File: src/rtl/core/vdn_pkg.sv
// Shared types and constants for the vector difference norm block.
package vdn_pkg;

    localparam int OUT_W  = 32;
    localparam int SQ_W   = 64;
    localparam int REM_W  = OUT_W + 2;
    localparam int STEPS  = 32;
    localparam int CNT_W  = 5;

    typedef struct packed {
        logic load;
        logic step;
    } vdn_ctl_t;

endpackage

File: src/rtl/core/vector_difference_norms.sv
// Vector difference norms: L2, max absolute and max relative difference of two vectors.
// Each request carries one element pair in signed fixed point; s_ready is high only
// while the block is idle. An accepted element is loaded into the bit-serial squarer
// and the restoring divider, which run 32 steps side by side, and is then summed in
// the accumulate state. The element marked last adds 32 steps of the digit-by-digit
// square root and a move of the norms into the output register; a finished result
// waits there while the next vector streams in, and a second result is held back
// until it is taken.
module vector_difference_norms #(
    parameter int VALUE_WIDTH = 32,
    parameter int FRAC_BITS   = 16
) (
    input  logic                          aclk,
    input  logic                          aresetn,
    input  logic                          s_valid,
    output logic                          s_ready,
    input  logic signed [VALUE_WIDTH-1:0] s_current_value,
    input  logic signed [VALUE_WIDTH-1:0] s_compare_value,
    input  logic                          s_last_item,
    output logic                          m_valid,
    input  logic                          m_ready,
    output logic [vdn_pkg::OUT_W-1:0]     m_l2_norm,
    output logic [vdn_pkg::OUT_W-1:0]     m_linf_norm,
    output logic [vdn_pkg::OUT_W-1:0]     m_rinf_norm
);
    import vdn_pkg::*;

    localparam int AW = VALUE_WIDTH + 1;

    localparam logic [2:0] ST_IDLE  = 3'd0;
    localparam logic [2:0] ST_ELEM  = 3'd1;
    localparam logic [2:0] ST_ACCUM = 3'd2;
    localparam logic [2:0] ST_ROOT  = 3'd3;
    localparam logic [2:0] ST_EMIT  = 3'd4;

    logic [2:0]       state_reg, state_next;
    logic [CNT_W-1:0] cnt_reg, cnt_next;
    logic             last_reg;
    logic             cur_pos_reg;
    logic [OUT_W-1:0] abs_reg;
    logic [SQ_W-1:0]  sum_reg, sum_next;
    logic [OUT_W-1:0] max_abs_reg, max_abs_next;
    logic [OUT_W-1:0] max_rel_reg, max_rel_next;
    logic             m_valid_reg, m_valid_next;
    logic [OUT_W-1:0] l2_reg, linf_reg, rinf_reg;

    logic             accept;
    logic             cnt_done;
    logic             out_load;
    logic [AW-1:0]    diff;
    logic [AW-1:0]    abs_diff;
    logic [SQ_W-1:0]  abs_wide;
    logic             abs_over;
    logic [OUT_W-1:0] abs_sat;
    logic             cur_pos;
    logic [SQ_W:0]    sum_add;
    logic [SQ_W-1:0]  square;
    logic [OUT_W-1:0] quotient;
    logic [OUT_W-1:0] root;
    vdn_ctl_t         elem_ctl;
    vdn_ctl_t         root_ctl;

    assign s_ready  = (state_reg == ST_IDLE);
    assign accept   = s_valid && s_ready;
    assign cnt_done = (cnt_reg == CNT_W'(STEPS - 1));
    assign out_load = (state_reg == ST_EMIT) && (!m_valid_reg || m_ready);

    assign diff     = {s_current_value[VALUE_WIDTH-1], s_current_value}
                    - {s_compare_value[VALUE_WIDTH-1], s_compare_value};
    assign abs_diff = diff[AW-1] ? (~diff + AW'(1)) : diff;
    assign abs_wide = SQ_W'(abs_diff);
    assign abs_over = |abs_wide[SQ_W-1:OUT_W];
    assign abs_sat  = abs_over ? {OUT_W{1'b1}} : abs_wide[OUT_W-1:0];
    assign cur_pos  = !s_current_value[VALUE_WIDTH-1] && (|s_current_value);

    assign elem_ctl.load = accept;
    assign elem_ctl.step = (state_reg == ST_ELEM);
    assign root_ctl.load = (state_reg == ST_ACCUM) && last_reg;
    assign root_ctl.step = (state_reg == ST_ROOT);

    vdn_square u_square (
        .aclk     (aclk),
        .ctl      (elem_ctl),
        .abs_val  (abs_sat),
        .abs_over (abs_over),
        .square   (square)
    );

    vdn_divide #(
        .VALUE_WIDTH (VALUE_WIDTH),
        .FRAC_BITS   (FRAC_BITS)
    ) u_divide (
        .aclk     (aclk),
        .ctl      (elem_ctl),
        .abs_diff (abs_diff),
        .divisor  (s_current_value),
        .quotient (quotient)
    );

    vdn_sqrt u_sqrt (
        .aclk     (aclk),
        .ctl      (root_ctl),
        .radicand (sum_next),
        .root     (root)
    );

    assign sum_add = {1'b0, sum_reg} + {1'b0, square};

    always_comb begin
        state_next   = state_reg;
        cnt_next     = cnt_reg;
        sum_next     = sum_reg;
        max_abs_next = max_abs_reg;
        max_rel_next = max_rel_reg;
        case (state_reg)
            ST_IDLE: begin
                if (accept) begin
                    state_next = ST_ELEM;
                    cnt_next   = {CNT_W{1'b0}};
                end
            end
            ST_ELEM: begin
                cnt_next = cnt_reg + CNT_W'(1);
                if (cnt_done) begin
                    state_next = ST_ACCUM;
                end
            end
            ST_ACCUM: begin
                sum_next = sum_add[SQ_W] ? {SQ_W{1'b1}} : sum_add[SQ_W-1:0];
                if (abs_reg > max_abs_reg) begin
                    max_abs_next = abs_reg;
                end
                if (cur_pos_reg && (quotient > max_rel_reg)) begin
                    max_rel_next = quotient;
                end
                cnt_next   = {CNT_W{1'b0}};
                state_next = last_reg ? ST_ROOT : ST_IDLE;
            end
            ST_ROOT: begin
                cnt_next = cnt_reg + CNT_W'(1);
                if (cnt_done) begin
                    state_next = ST_EMIT;
                end
            end
            ST_EMIT: begin
                if (out_load) begin
                    sum_next     = {SQ_W{1'b0}};
                    max_abs_next = {OUT_W{1'b0}};
                    max_rel_next = {OUT_W{1'b0}};
                    state_next   = ST_IDLE;
                end
            end
            default: begin
                state_next = ST_IDLE;
            end
        endcase
    end

    always_comb begin
        if (out_load) begin
            m_valid_next = 1'b1;
        end else if (m_ready) begin
            m_valid_next = 1'b0;
        end else begin
            m_valid_next = m_valid_reg;
        end
    end

    always_ff @(posedge aclk) begin
        if (!aresetn) begin
            state_reg   <= ST_IDLE;
            cnt_reg     <= {CNT_W{1'b0}};
            sum_reg     <= {SQ_W{1'b0}};
            max_abs_reg <= {OUT_W{1'b0}};
            max_rel_reg <= {OUT_W{1'b0}};
            m_valid_reg <= 1'b0;
        end else begin
            state_reg   <= state_next;
            cnt_reg     <= cnt_next;
            sum_reg     <= sum_next;
            max_abs_reg <= max_abs_next;
            max_rel_reg <= max_rel_next;
            m_valid_reg <= m_valid_next;
        end
    end

    always_ff @(posedge aclk) begin
        if (accept) begin
            last_reg    <= s_last_item;
            cur_pos_reg <= cur_pos;
            abs_reg     <= abs_sat;
        end
        if (out_load) begin
            l2_reg   <= root;
            linf_reg <= max_abs_reg;
            rinf_reg <= max_rel_reg;
        end
    end

    assign m_valid     = m_valid_reg;
    assign m_l2_norm   = l2_reg;
    assign m_linf_norm = linf_reg;
    assign m_rinf_norm = rinf_reg;

endmodule

File: src/rtl/core/vdn_square.sv
// Bit-serial squarer for the saturated absolute difference.
module vdn_square (
    input  logic                          aclk,
    input  vdn_pkg::vdn_ctl_t             ctl,
    input  logic [vdn_pkg::OUT_W-1:0]     abs_val,
    input  logic                          abs_over,
    output logic [vdn_pkg::SQ_W-1:0]      square
);
    import vdn_pkg::*;

    logic [SQ_W-1:0]  acc_reg;
    logic [OUT_W-1:0] mcand_reg;
    logic             over_reg;
    logic [OUT_W:0]   part_sum;

    assign part_sum = {1'b0, acc_reg[SQ_W-1:OUT_W]}
                    + {1'b0, (acc_reg[0] ? mcand_reg : {OUT_W{1'b0}})};

    always_ff @(posedge aclk) begin
        if (ctl.load) begin
            acc_reg   <= {{OUT_W{1'b0}}, abs_val};
            mcand_reg <= abs_val;
            over_reg  <= abs_over;
        end else if (ctl.step) begin
            acc_reg <= {part_sum, acc_reg[OUT_W-1:1]};
        end
    end

    assign square = over_reg ? {SQ_W{1'b1}} : acc_reg;

endmodule

File: src/rtl/core/vdn_divide.sv
// Restoring bit-serial divider for the relative difference quotient.
module vdn_divide #(
    parameter int VALUE_WIDTH = 32,
    parameter int FRAC_BITS   = 16
) (
    input  logic                          aclk,
    input  vdn_pkg::vdn_ctl_t             ctl,
    input  logic [VALUE_WIDTH:0]          abs_diff,
    input  logic [VALUE_WIDTH-1:0]        divisor,
    output logic [vdn_pkg::OUT_W-1:0]     quotient
);
    import vdn_pkg::*;

    logic [SQ_W-1:0]        abs_wide;
    logic [SQ_W-1:0]        num_hi;
    logic [SQ_W-1:0]        num_lo;
    logic                   over_start;
    logic [VALUE_WIDTH-1:0] rem_reg;
    logic [VALUE_WIDTH-1:0] den_reg;
    logic [OUT_W-1:0]       qn_reg;
    logic                   over_reg;
    logic [VALUE_WIDTH-1:0] shifted;
    logic                   fits;

    assign abs_wide   = SQ_W'(abs_diff);
    assign num_hi     = abs_wide >> (OUT_W - FRAC_BITS);
    assign num_lo     = abs_wide << FRAC_BITS;
    assign over_start = num_hi >= SQ_W'(divisor);

    assign shifted = {rem_reg[VALUE_WIDTH-2:0], qn_reg[OUT_W-1]};
    assign fits    = shifted >= den_reg;

    always_ff @(posedge aclk) begin
        if (ctl.load) begin
            rem_reg  <= num_hi[VALUE_WIDTH-1:0];
            den_reg  <= divisor;
            qn_reg   <= num_lo[OUT_W-1:0];
            over_reg <= over_start;
        end else if (ctl.step) begin
            rem_reg <= fits ? (shifted - den_reg) : shifted;
            qn_reg  <= {qn_reg[OUT_W-2:0], fits};
        end
    end

    assign quotient = over_reg ? {OUT_W{1'b1}} : qn_reg;

endmodule

File: src/rtl/core/vdn_sqrt.sv
// Digit-by-digit integer square root, two radicand bits per step.
module vdn_sqrt (
    input  logic                          aclk,
    input  vdn_pkg::vdn_ctl_t             ctl,
    input  logic [vdn_pkg::SQ_W-1:0]      radicand,
    output logic [vdn_pkg::OUT_W-1:0]     root
);
    import vdn_pkg::*;

    logic [SQ_W-1:0]  rad_reg;
    logic [REM_W-1:0] rem_reg;
    logic [OUT_W-1:0] root_reg;
    logic [REM_W+1:0] rem_shift;
    logic [REM_W+1:0] trial;
    logic [REM_W+1:0] rem_diff;
    logic             take;

    assign rem_shift = {rem_reg, rad_reg[SQ_W-1:SQ_W-2]};
    assign trial     = {2'b00, root_reg, 2'b01};
    assign take      = rem_shift >= trial;
    assign rem_diff  = rem_shift - trial;

    always_ff @(posedge aclk) begin
        if (ctl.load) begin
            rad_reg  <= radicand;
            rem_reg  <= {REM_W{1'b0}};
            root_reg <= {OUT_W{1'b0}};
        end else if (ctl.step) begin
            rad_reg  <= {rad_reg[SQ_W-3:0], 2'b00};
            rem_reg  <= take ? rem_diff[REM_W-1:0] : rem_shift[REM_W-1:0];
            root_reg <= {root_reg[OUT_W-2:0], take};
        end
    end

    assign root = root_reg;

endmodule

File: config.mk
export PLATFORM = sky130hd
export DESIGN_NAME = vector_difference_norms
export DESIGN_NICKNAME = d
export VERILOG_FILES = /design/src/rtl/core/vdn_pkg.sv /design/src/rtl/core/vector_difference_norms.sv /design/src/rtl/core/vdn_square.sv /design/src/rtl/core/vdn_divide.sv /design/src/rtl/core/vdn_sqrt.sv
export SDC_FILE = /design/constraint.sdc
export NUM_CORES = 1
export LEC_CHECK = 0
export BUFFER_PORTS_ARGS = -buffer_cell sky130_fd_sc_hd__buf_2
export CORE_MARGIN = 2
export CORE_UTILIZATION = 45
export CTS_CLUSTER_SIZE = 12
export DETAILED_ROUTE_END_ITERATION = 16
export SLEW_MARGIN = 20
export SYNTH_ARGS = -nofsm -noshare
export SYNTH_HDL_FRONTEND = slang
export SYNTH_SLANG_ARGS = --single-unit
File: constraint.sdc
create_clock -name aclk -period 11.45 [get_ports aclk]
set_clock_uncertainty 0.05 [all_clocks]
set_input_delay 0.5725 -clock aclk [delete_from_list [all_inputs] [get_ports aclk]]
set_output_delay 0.5725 -clock aclk [all_outputs]
set_load 0.005 [all_outputs]
# Word-level counts from Yosys, hierarchy flattened
# Index checks and enable logic that the tools add are counted.
# op_classes
add_sub_neg	7
order_cmp	5
eq_ne	11
muxes	33
n_bitwise	1
n_reduce_logical	20
# op_table
cell	n
32-bit two-way mux	10
64-bit two-way mux	5
32-bit one-hot mux with 2 select lines	2
64-bit one-hot mux with 2 select lines	1
64-bit by 64-bit adder with 65-bit output	1
32-bit greater-than comparator	2
36-bit by 34-bit greater-or-equal comparator with 1-bit output	1
17-bit two-way mux	2
34-bit two-way mux	1
34-bit subtractor	1
32-bit by 32-bit adder with 33-bit output	1
33-bit by 1-bit adder with 33-bit output (second input constant)	1
33-bit two-way mux	1
33-bit inverter	1
32-bit by 32-bit subtractor with 33-bit output	1
17-bit by 32-bit greater-or-equal comparator with 1-bit output	1
32-bit greater-or-equal comparator	1
32-bit OR reduction	1
31-bit two-way mux	1
31-bit subtractor	1
3-bit one-hot mux with 5 select lines	1
5-bit one-hot mux with 3 select lines	1
3-bit two-way mux	4
2-bit nonzero test	4
19 further kinds	31
# totals
reg_bits	558

# Longest topological paths before layout
# Gate-level depths: netlist (run 1).
# depth
word_depth	6
ltp_mapped	28

# Hierarchy
# From an unflattened synthesis (run 1), not the netlist that was laid out.
# unflattened
hier_cells	3994
area_unflattened_um2	37644.9
# modules_own_cells
module	instances	cells_per_inst	area_per_inst_um2	seq_area_each_um2
vector_difference_norms	1	2080	18330.1	6646.4
vdn_sqrt	1	715	7344.5	3243.1
vdn_divide	1	626	6150.9	2582.5
vdn_square	1	573	5819.3	2592.5

# Worst setup path after synthesis (run 1)
# No wires, ideal clock.
# synth_path
path_kind	input port to flip-flop
start	in s_current_value[0]
end	reg u_divide.over_reg, data pin
setup_time_ns	0.261
arrival_time_ns	5.649
required_time_ns	11.139
slack_ns	5.489
cell_stages	27
n_path_buf	0
path_cell_list	inv_1 > ha_1 > fa_1 > nand2b_1 > a21oi_2 > o211ai_1 > and3_1 > a2111oi_4 > o2111ai_1 > or3_4 > or3_4 > o21ai_0 > xor2_1 > inv_1 > ha_1 > a21o_1 > a21o_1 > a21o_1 > a21o_1 > a21o_1 > a21oi_1 > nor2b_1 > o21ai_0 > a21oi_1 > o31a_1 > o31ai_1 > a21oi_1
# synth_between
elab_chain_cells	5
# synth_rtl
element	line	text
start: declaration	vector_difference_norms.sv:17	input logic signed [VALUE_WIDTH-1:0] s_current_value,
32-bit by 32-bit subtractor with 33-bit output	vector_difference_norms.sv:69	- {s_compare_value[VALUE_WIDTH-1], s_compare_value};
33-bit inverter	vector_difference_norms.sv:70	assign abs_diff = diff[AW-1] ? (~diff + AW'(1)) : diff;
33-bit by 1-bit adder with 33-bit output	vector_difference_norms.sv:70	
33-bit two-way mux	vector_difference_norms.sv:70	
17-bit by 32-bit greater-or-equal comparator with 1-bit output *	vdn_divide.sv:28	assign over_start = num_hi >= SQ_W'(divisor);
net u_divide.over_start	vdn_divide.sv:17	logic over_start;
end signal: assignment	vdn_divide.sv:38	over_reg <= over_start;
end: declaration	vdn_divide.sv:21	logic over_reg;
# Mark *: on every way through the listed nets, which the timed path passes. The rest lies on a longest branch.
# A chain may end at the register's enable or synchronous reset.

# Worst setup path in the final report (run 1)
# Ends and elaborated chain as after synthesis.

==> metrics.md, run 1 <==
| Metric | Value |
|---|---|
| Combinational cell fraction of total power | 0.273 |
| Aggregate global routing overflow | 0 |
| Routability congestion estimate from global placement | 0.898 |
| Switching share of total power | 0.328 |
| Routed WL per cell | 18.3 um |
| Min-Delay Path Class | primary input to flip-flop |
| Count of fill cells added during filler insertion | 7,361 |
| Maximum clock rate | 152 MHz |
| Aggregate routed wire length | 93,200 um |
| Initial DRC count | 1,689 |
| Number of max-cap violations | 0 |
| Fin Setup TNS | 0 ns |
| Largest cells by area after synthesis | edfxtp_1 25%, dfxtp_1 15%, ha_1 10% |
| Post-Syn Nets | 4,275 |
| Peak fanout along the critical path | 27 |
| FFs w/ async S/R, synth | 0 |
| Unrepaired setup endpoints after global routing | no |
| Final hold violations | 0 |
| Critical path class | primary input to flip-flop |
| Final max-slew violation count | 0 |
| Largest stage delay, worst path | 0.46 ns |
| Area enclosed by the die boundary | 79,700 sq um |
| Outcome | finished clean |
| Worst slack at placement | 4.29 ns |
| Main synth FF type | edfxtp_1 |
| Most frequently used cell type in the post-synthesis netlist | nand2_1 |
| Peak supply drop | 0.116 mV |
| Finish-stage setup viols | 0 |
| Kind of launch point of the worst setup path | primary input |
| Post-CTS Repair Setup Buffers | 0 |
| Register share of total power | 0.386 |
| Standard cell with the maximum stage delay on the critical path | o21ai_0 |
| Internal power | 4.22 mW |
| Slew at the pin closest to its max-slew limit | 1.07 ns |
| CTS Sinks | 558 |
| Vias post-DR | 28.0k |
| Number of synthesized flops with an enable pin | 293 |
| Buffer cell driving the clock tree root | clkbuf_16 |
| P&R area growth vs syn | 11.1% |
| CTS buffer count | 66 |
| Core footprint | 77,100 sq um |
| Global-route wire length before repair | 147,000 um |
| DRT antenna net count | 0 |
| Net count of the finished layout | 4,336 |
| Cell type with the highest aggregate area in the netlist | edfxtp_1 |
| Site row count | 102 |
| Total number of yosys warnings | 0 |
| Die height | 282 um |
| Global-route total usage across every layer | 0.231 |
| Number of port buffers | 166 |
| Top post-synthesis cells by count | 472 x nand2_1, 345 x o21ai_0, 293 x edfxtp_1, 278 x ha_1, 265 x dfxtp_1 |
| Count of cell types in the netlist | 87 |
| Endpoint arrival time on the critical path | 6.90 ns |
| Power density normalized to cell area | 162 nW/um^2 |
| Final cell count without fillers | 5,079 |
| Mean post-synth cell area | 8.88 sq um |
| Number of antenna violations at the first check in global routing | 1 |
| First-pass DRT Iterations | 6 |
| Sequential element share of the synthesized area | 0.405 |
| Required time at the worst-slack endpoint | 11.78 ns |
| Count of cells resized by post-cts repair | 0 |
| Post-synthesis cell area | 34,800 sq um |
| Starting density of the core | 0.452 |
| Via/cell ratio | 5.51 |
| Element type at the critical path end | flip-flop |
| DRC | 0 |
| Hold Worst Slack | 0.0897 ns |
| Top-level port count | 167 |
| Number of flip-flops and latches in the synthesized netlist | 558 |
| Vias in the first global route | 26.6k |
| Clk slew on worst S/H paths | 0.07 ns |
| Final worst setup slack | 4.88 ns |
| Fraction of post-synthesis cell area in the top cell type by area | 0.253 |
| Antenna diode instance count | 0 |
| Worst relative slew slack | 0.289 |
| Clk_lat worst skew | 0.64 ns |
| Maximum number of pins on one net before global-route repair | 95 |
| Dpl cells | 4,957 |
| CTS tree | yes |
| Hold-fix buffers at CTS | 0 |
| CTS Buffer Depth | 3 |
| Detailed placer's ending HPWL | 67,100 um |
| Most repeated library cell on the critical path | a21o_1 |
| Static leakage | 16.5 nW |
| Post-layout min period | 6.57 ns |
| Chip Width | 282 um |
| Switching power total | 2.06 mW |
| Part of the power in the clock network | 0.342 |
| H-tree Lvls | 3 |
| Fraction of layout instances using a drive strength above 1 | 0.111 |
| Post-route fraction of the period consumed by the critical path | 0.574 |
| Cell count after synthesis | 3,924 |
[cell usage in the layout, fill, tap and decap left out, drive strengths merged, types with 78 or more instances in the layout]
cell type  synthesis  routed
xnor2            101     101
a21o             134     134
buf               15     196
nand3            106     106
edfxtp           293     293
xor2              89      89
a21oi            245     245
o21ai            346     346
ha               278     278
clkbuf           188      88
or2              104     104
inv              238     242
nor2             230     230
nand2            472     472
dfxtp            265     265
nor2b             78      78
[path summary, 6_finish.rpt]
kind / start / endpoint / slack [ns] / cells after the start
setup / recovery: s_current_value[0] / u_divide.over_reg / 4.88 / 30
hold / removal: s_last_item / last_reg / 0.09 / 1
setup reg to reg: u_square.acc_reg[0] / u_sqrt.rad_reg[62] / 5.29 / 16
hold reg to reg: u_sqrt.root[13] / m_l2_norm[13] / 0.40 / 0
[power groups by stage]
stage / clock (mW) / sequential (mW) / combinational [mW]
floorplan: 0 / 2.39 / 1.30
CTS: 2.19 / 2.42 / 1.70
global route: 2.26 / 2.44 / 1.91
detailed placement: 0 / 2.46 / 1.69
global placement: 0 / 2.46 / 1.69
finish: 2.14 / 2.42 / 1.71
[metrics by stage]
stage	area [sq um]	utilization	power, mW
3_3_place_gp	36500	0.474	4.15
6_report	38700	0.502	6.28
2_1_floorplan	34800	-	3.69
5_1_grt	38700	0.502	6.61
4_1_cts	38700	0.502	6.31
3_5_place_dp	36500	0.474	4.15
[worst max-delay path: cells and delay by family]
kind                       cells  cell delay (ns)
AOI/OAI and AO/OA             19             3.94
xor gates and xnor gates       1             0.41
adders and majority gates      3             0.95
buffers and inverters          3             0.46
and+or+nand+nor                4             0.55
[kinds of logic after synthesis]
kind of cell               Yosys count  share of synthesized area
and+or+nand+nor                   1290                      0.181
AOI/OAI and AO/OA                 1082                      0.193
DFF                                558                      0.405
buffers and inverters              441                     0.0478
adders and majority gates          282                      0.102
xor gates and xnor gates           190                     0.0478
muxes                               81                     0.0237
[layout make-up]
class / count / area, sq um / share of cell area
clock buffers: 88 / 1820 / 0.0469
clock inverters: 34 / 375 / 0.00970
inverters: 238 / 901 / 0.0233
multi-input cells: 2925 / 19200 / 0.495
flip-flops and latches: 558 / 14100 / 0.364
well taps: 1040 / 1300 / 0.0336
repair buffers: 196 / 1060 / 0.0273
[metal layers]
layer,track usage,vias up,part of all wire
met5,0,-,0
met4,0.0768,0,0.030
met3,0.0259,143,0.038
met2,0.392,582,0.47
met1,0.308,13100,0.46
li1,-,14100,-
(Power assumes the default switching activity.)
==> run 2, diff against run 1 <==
--- a/config.mk
+++ b/config.mk
@@ -5,6 +5,7 @@
 export SDC_FILE = /design/constraint.sdc
 export NUM_CORES = 1
 export LEC_CHECK = 0
+export ABC_AREA = 1
 export BUFFER_PORTS_ARGS = -buffer_cell sky130_fd_sc_hd__buf_2
 export CORE_MARGIN = 2
 export CORE_UTILIZATION = 45
==> constraint.sdc (replaced) <==
create_clock -name aclk -period 6.7 [get_ports aclk]
set_clock_uncertainty 0.05 [all_clocks]
set_input_delay 0.335 -clock aclk [delete_from_list [all_inputs] [get_ports aclk]]
set_output_delay 0.335 -clock aclk [all_outputs]
set_load 0.005 [all_outputs]
==> metrics.md, run 2 <==
| Metric | Value |
|---|---|
| Kind of launch point of the worst setup path | flip-flop |
| Net count of the finished layout | 5,566 (+28%) |
| Largest cells by area after synthesis | edfxtp_1 24%, dfxtp_1 14%, nand2_1 14% |
| CTS tree | yes |
| Final hold violations | 0 (unchanged) |
| Post-layout min period | 4.90 ns |
| Hold Worst Slack | 0.0371 ns (-0.0526 ns) |
| Post-route fraction of the period consumed by the critical path | 0.731 |
| Vias in the first global route | 31.6k (+19%) |
| P&R area growth vs syn | 11.9% |
| Fin Setup TNS | 0 ns (unchanged) |
| Most frequent cells in the layout | 1,382 x nand2_1, 713 x inv_1, 437 x a21oi_1 |
| Most common cell after layout, fill and taps aside | nand2_1 |
| Outcome | finished clean |
| CTS buffer count | 67 (+1.5%) |
| Aggregate routed wire length | 117,000 um (+25%) |
| Finish-stage setup viols | 0 (unchanged) |
| Count of cells resized by post-cts repair | 0 (unchanged) |
| Cell count after synthesis | 5,054 (+29%) |
| Worst relative slew slack | 0.286 (-0.00337) |
| Required time at the worst-slack endpoint | 7.17 ns (-4.61 ns) |
| Maximum clock rate | 204 MHz |
| CTS Buffer Depth | 3 (unchanged) |
| Total number of yosys warnings | 0 (unchanged) |
| Maximum number of pins on one net before global-route repair | 89 (-6.3%) |
| Routability congestion estimate from global placement | 0.994 (+11%) |
| Peak fanout along the critical path | 33 (+22%) |
| Chip Width | 290 um (+2.7%) |
| Clk_lat worst skew | 0.62 ns (-0.02 ns) |
| Clk slew on worst S/H paths | 0.06 ns (about the same) |
| Post-Syn Nets | 5,405 (+26%) |
| Placed instance area | 38,600 sq um (+5.6%) |
| Cell type with the highest aggregate area in the netlist | edfxtp_1 |
| Fraction of post-synthesis cell area in the top cell type by area | 0.239 (-0.0131) |
| Number of max-cap violations | 0 (unchanged) |
| Unrepaired setup endpoints after global routing | no |
| Endpoint arrival time on the critical path | 5.37 ns (-1.53 ns) |
| Number of synthesized flops with an enable pin | 293 (unchanged) |
| Core footprint | 80,700 sq um (+4.7%) |
| Element type at the critical path end | flip-flop |
| Final max-slew violation count | 0 (unchanged) |
| Mean post-synth cell area | 7.27 sq um (-18%) |
| Static leakage | 19.2 nW (+16%) |
| Final design instance area without fill | 41,100 sq um (+6.2%) |
| Top post-synthesis cells by count | 1,383 x nand2_1, 718 x inv_1, 437 x a21oi_1, 422 x nor2_1, 293 x edfxtp_1 |
| CTS Sinks | 558 (unchanged) |
| Count of cell types in the netlist | 62 (-29%) |
| Standard cell with the maximum stage delay on the critical path | inv_1 |
| Number of buffer and inverter stages on the critical path | 3 (unchanged) |
| Aggregate global routing overflow | 0 (unchanged) |
| Post-synthesis cell area | 36,700 sq um (+5.5%) |
| Top-level port count | 167 (unchanged) |
| CP Cell Sequence | inv_1, nand2_1, ha_1, nand4_1, inv_1, nand2_1, nor4_1, o21ai_0, nand3_1, nand3_1, nand2_1, nand2_1, inv_1, nand3_1, a21oi_1 |
| Count of fill cells added during filler insertion | 8,164 (+11%) |
| Final worst setup slack | 1.80 ns (-3.08 ns) |
| Most repeated library cell on the critical path | nand2_1 |
| Starting density of the core | 0.455 (+0.00341) |
| DRT antenna net count | 0 (unchanged) |
| Largest stage delay, worst path | 0.84 ns (+0.38 ns) |
| First-pass DRT Iterations | 6 (unchanged) |
| Detailed placer's ending HPWL | 91,000 um (+36%) |
| Largest delay contributor family on the critical path | simple AND/OR/NAND/NOR gates |
| Routed WL per cell | 18.5 um (+0.57%) |
| H-tree Lvls | 3 (unchanged) |
| Slew at the pin closest to its max-slew limit | 1.06 ns (-0.00153 ns) |
| Worst slack at placement | 1.86 ns (-2.43 ns) |
| Critical path class | flip-flop to flip-flop |
| Total area of sequential cells | 14,100 sq um (unchanged) |
| Site row count | 104 (+2.0%) |
| Number of antenna violations at the first check in global routing | 2 (+1) |
| Main synth FF type | edfxtp_1 |
| Vias post-DR | 33.5k (+20%) |
| Area enclosed by the die boundary | 83,900 sq um (+5.4%) |
| Min-Delay Path Class | primary input to flip-flop |
| Most frequently used cell type in the post-synthesis netlist | nand2_1 |
| Number of port buffers | 166 (unchanged) |
| Die height | 290 um (+2.7%) |
| Antenna diode instance count | 0 (unchanged) |
| Via/cell ratio | 5.29 (-4.0%) |
| Sequential element share of the synthesized area | 0.384 (-0.0209) |
| Multi-input gate area | 19,300 sq um (+0.84%) |
| Buffer cell driving the clock tree root | clkbuf_16 |
| Peak supply drop | 0.233 mV (+100%) |
| FFs w/ async S/R, synth | 0 (unchanged) |
| Power density normalized to cell area | 483 nW/um^2 (+200%) |
| Global-route total usage across every layer | 0.275 (+0.0435) |
| Global-route wire length before repair | 180,000 um (+23%) |
| Initial DRC count | 2,460 (+46%) |
| Number of flip-flops and latches in the synthesized netlist | 558 (unchanged) |
| Fraction of layout instances using a drive strength above 1 | 0.0787 (-0.0322) |
| DRC | 0 (unchanged) |
-- run 2: per-layer routing --
metal / track usage / vias to the layer above / routed length [um]
li1: - / 17000 / -
met1: 0.379 / 15500 / 53800
met2: 0.452 / 868 / 53800
met3: 0.0286 / 172 / 5390
met4: 0.0895 / 0 / 3850
met5: 0 / - / 0
-- run 2: final cells by class --
cell class | count | area share
Multi-Input combinational cell | 3624 | 0.470
Sequential cell | 558 | 0.343
Inverter | 735 | 0.0673
Clock buffer | 91 | 0.0445
Timing Repair Buffer | 229 | 0.0338
Tap cell | 1060 | 0.0323
Clock inverter | 33 | 0.00910
-- run 2: path summary, 6_finish.rpt --
kind | startpoint | endpoint | slack [ns] | cells past startpoint
setup / recovery | u_divide.over_reg | max_rel_reg[17] | 1.80 | 15
hold / removal | m_ready | m_valid | 0.04 | 4
setup reg to reg | u_divide.over_reg | max_rel_reg[17] | 1.80 | 15
hold reg to reg | u_sqrt.root[13] | m_l2_norm[13] | 0.38 | 0
-- run 2: timing repair --
item                      CTS  global route
hold endpoints to repair   33             0
hold buffers               33             0
setup buffers               0             0
-- run 2: cells by family (layout without fill, tap and decap cells) --
| kind of cell | count (synthesis) | in the layout | share of synthesized area |
|---|---|---|---|
| buffers and inverters | 872 | 1088 | 0.0917 |
| adders and majority gates | 282 | 282 | 0.0969 |
| and+or+nand+nor | 2273 | 2273 | 0.257 |
| DFF | 558 | 558 | 0.384 |
| muxes | 1 | 1 | 0.000272 |
| xor gates and xnor gates | 109 | 109 | 0.0260 |
| AOI/OAI and AO/OA | 959 | 959 | 0.144 |
-- run 2: stage by stage --
stage | std cells | total power [mW] | util
floorplan | 5054 | 13.1 | -
global placement | 6173 | 16.0 | 0.478
detailed placement | 6173 | 16.0 | 0.478
CTS | 6330 | 19.8 | 0.509
global route | 6330 | 21.5 | 0.509
finish | 6330 | 19.8 | 0.509
-- run 2: report_power, final --
part           internal (mW)  total [mW]  switching, mW
logic                   3.53        10.7           7.19
registers               4.80        5.43          0.630
clock network           2.14        3.70           1.55
total                   10.5        19.8           9.38
-- run 2: worst min-delay path: stages --
cell and delay [ns]:
buf_2 0.08, nor2_1 0.07, inv_1 0.07, a21oi_1 0.07
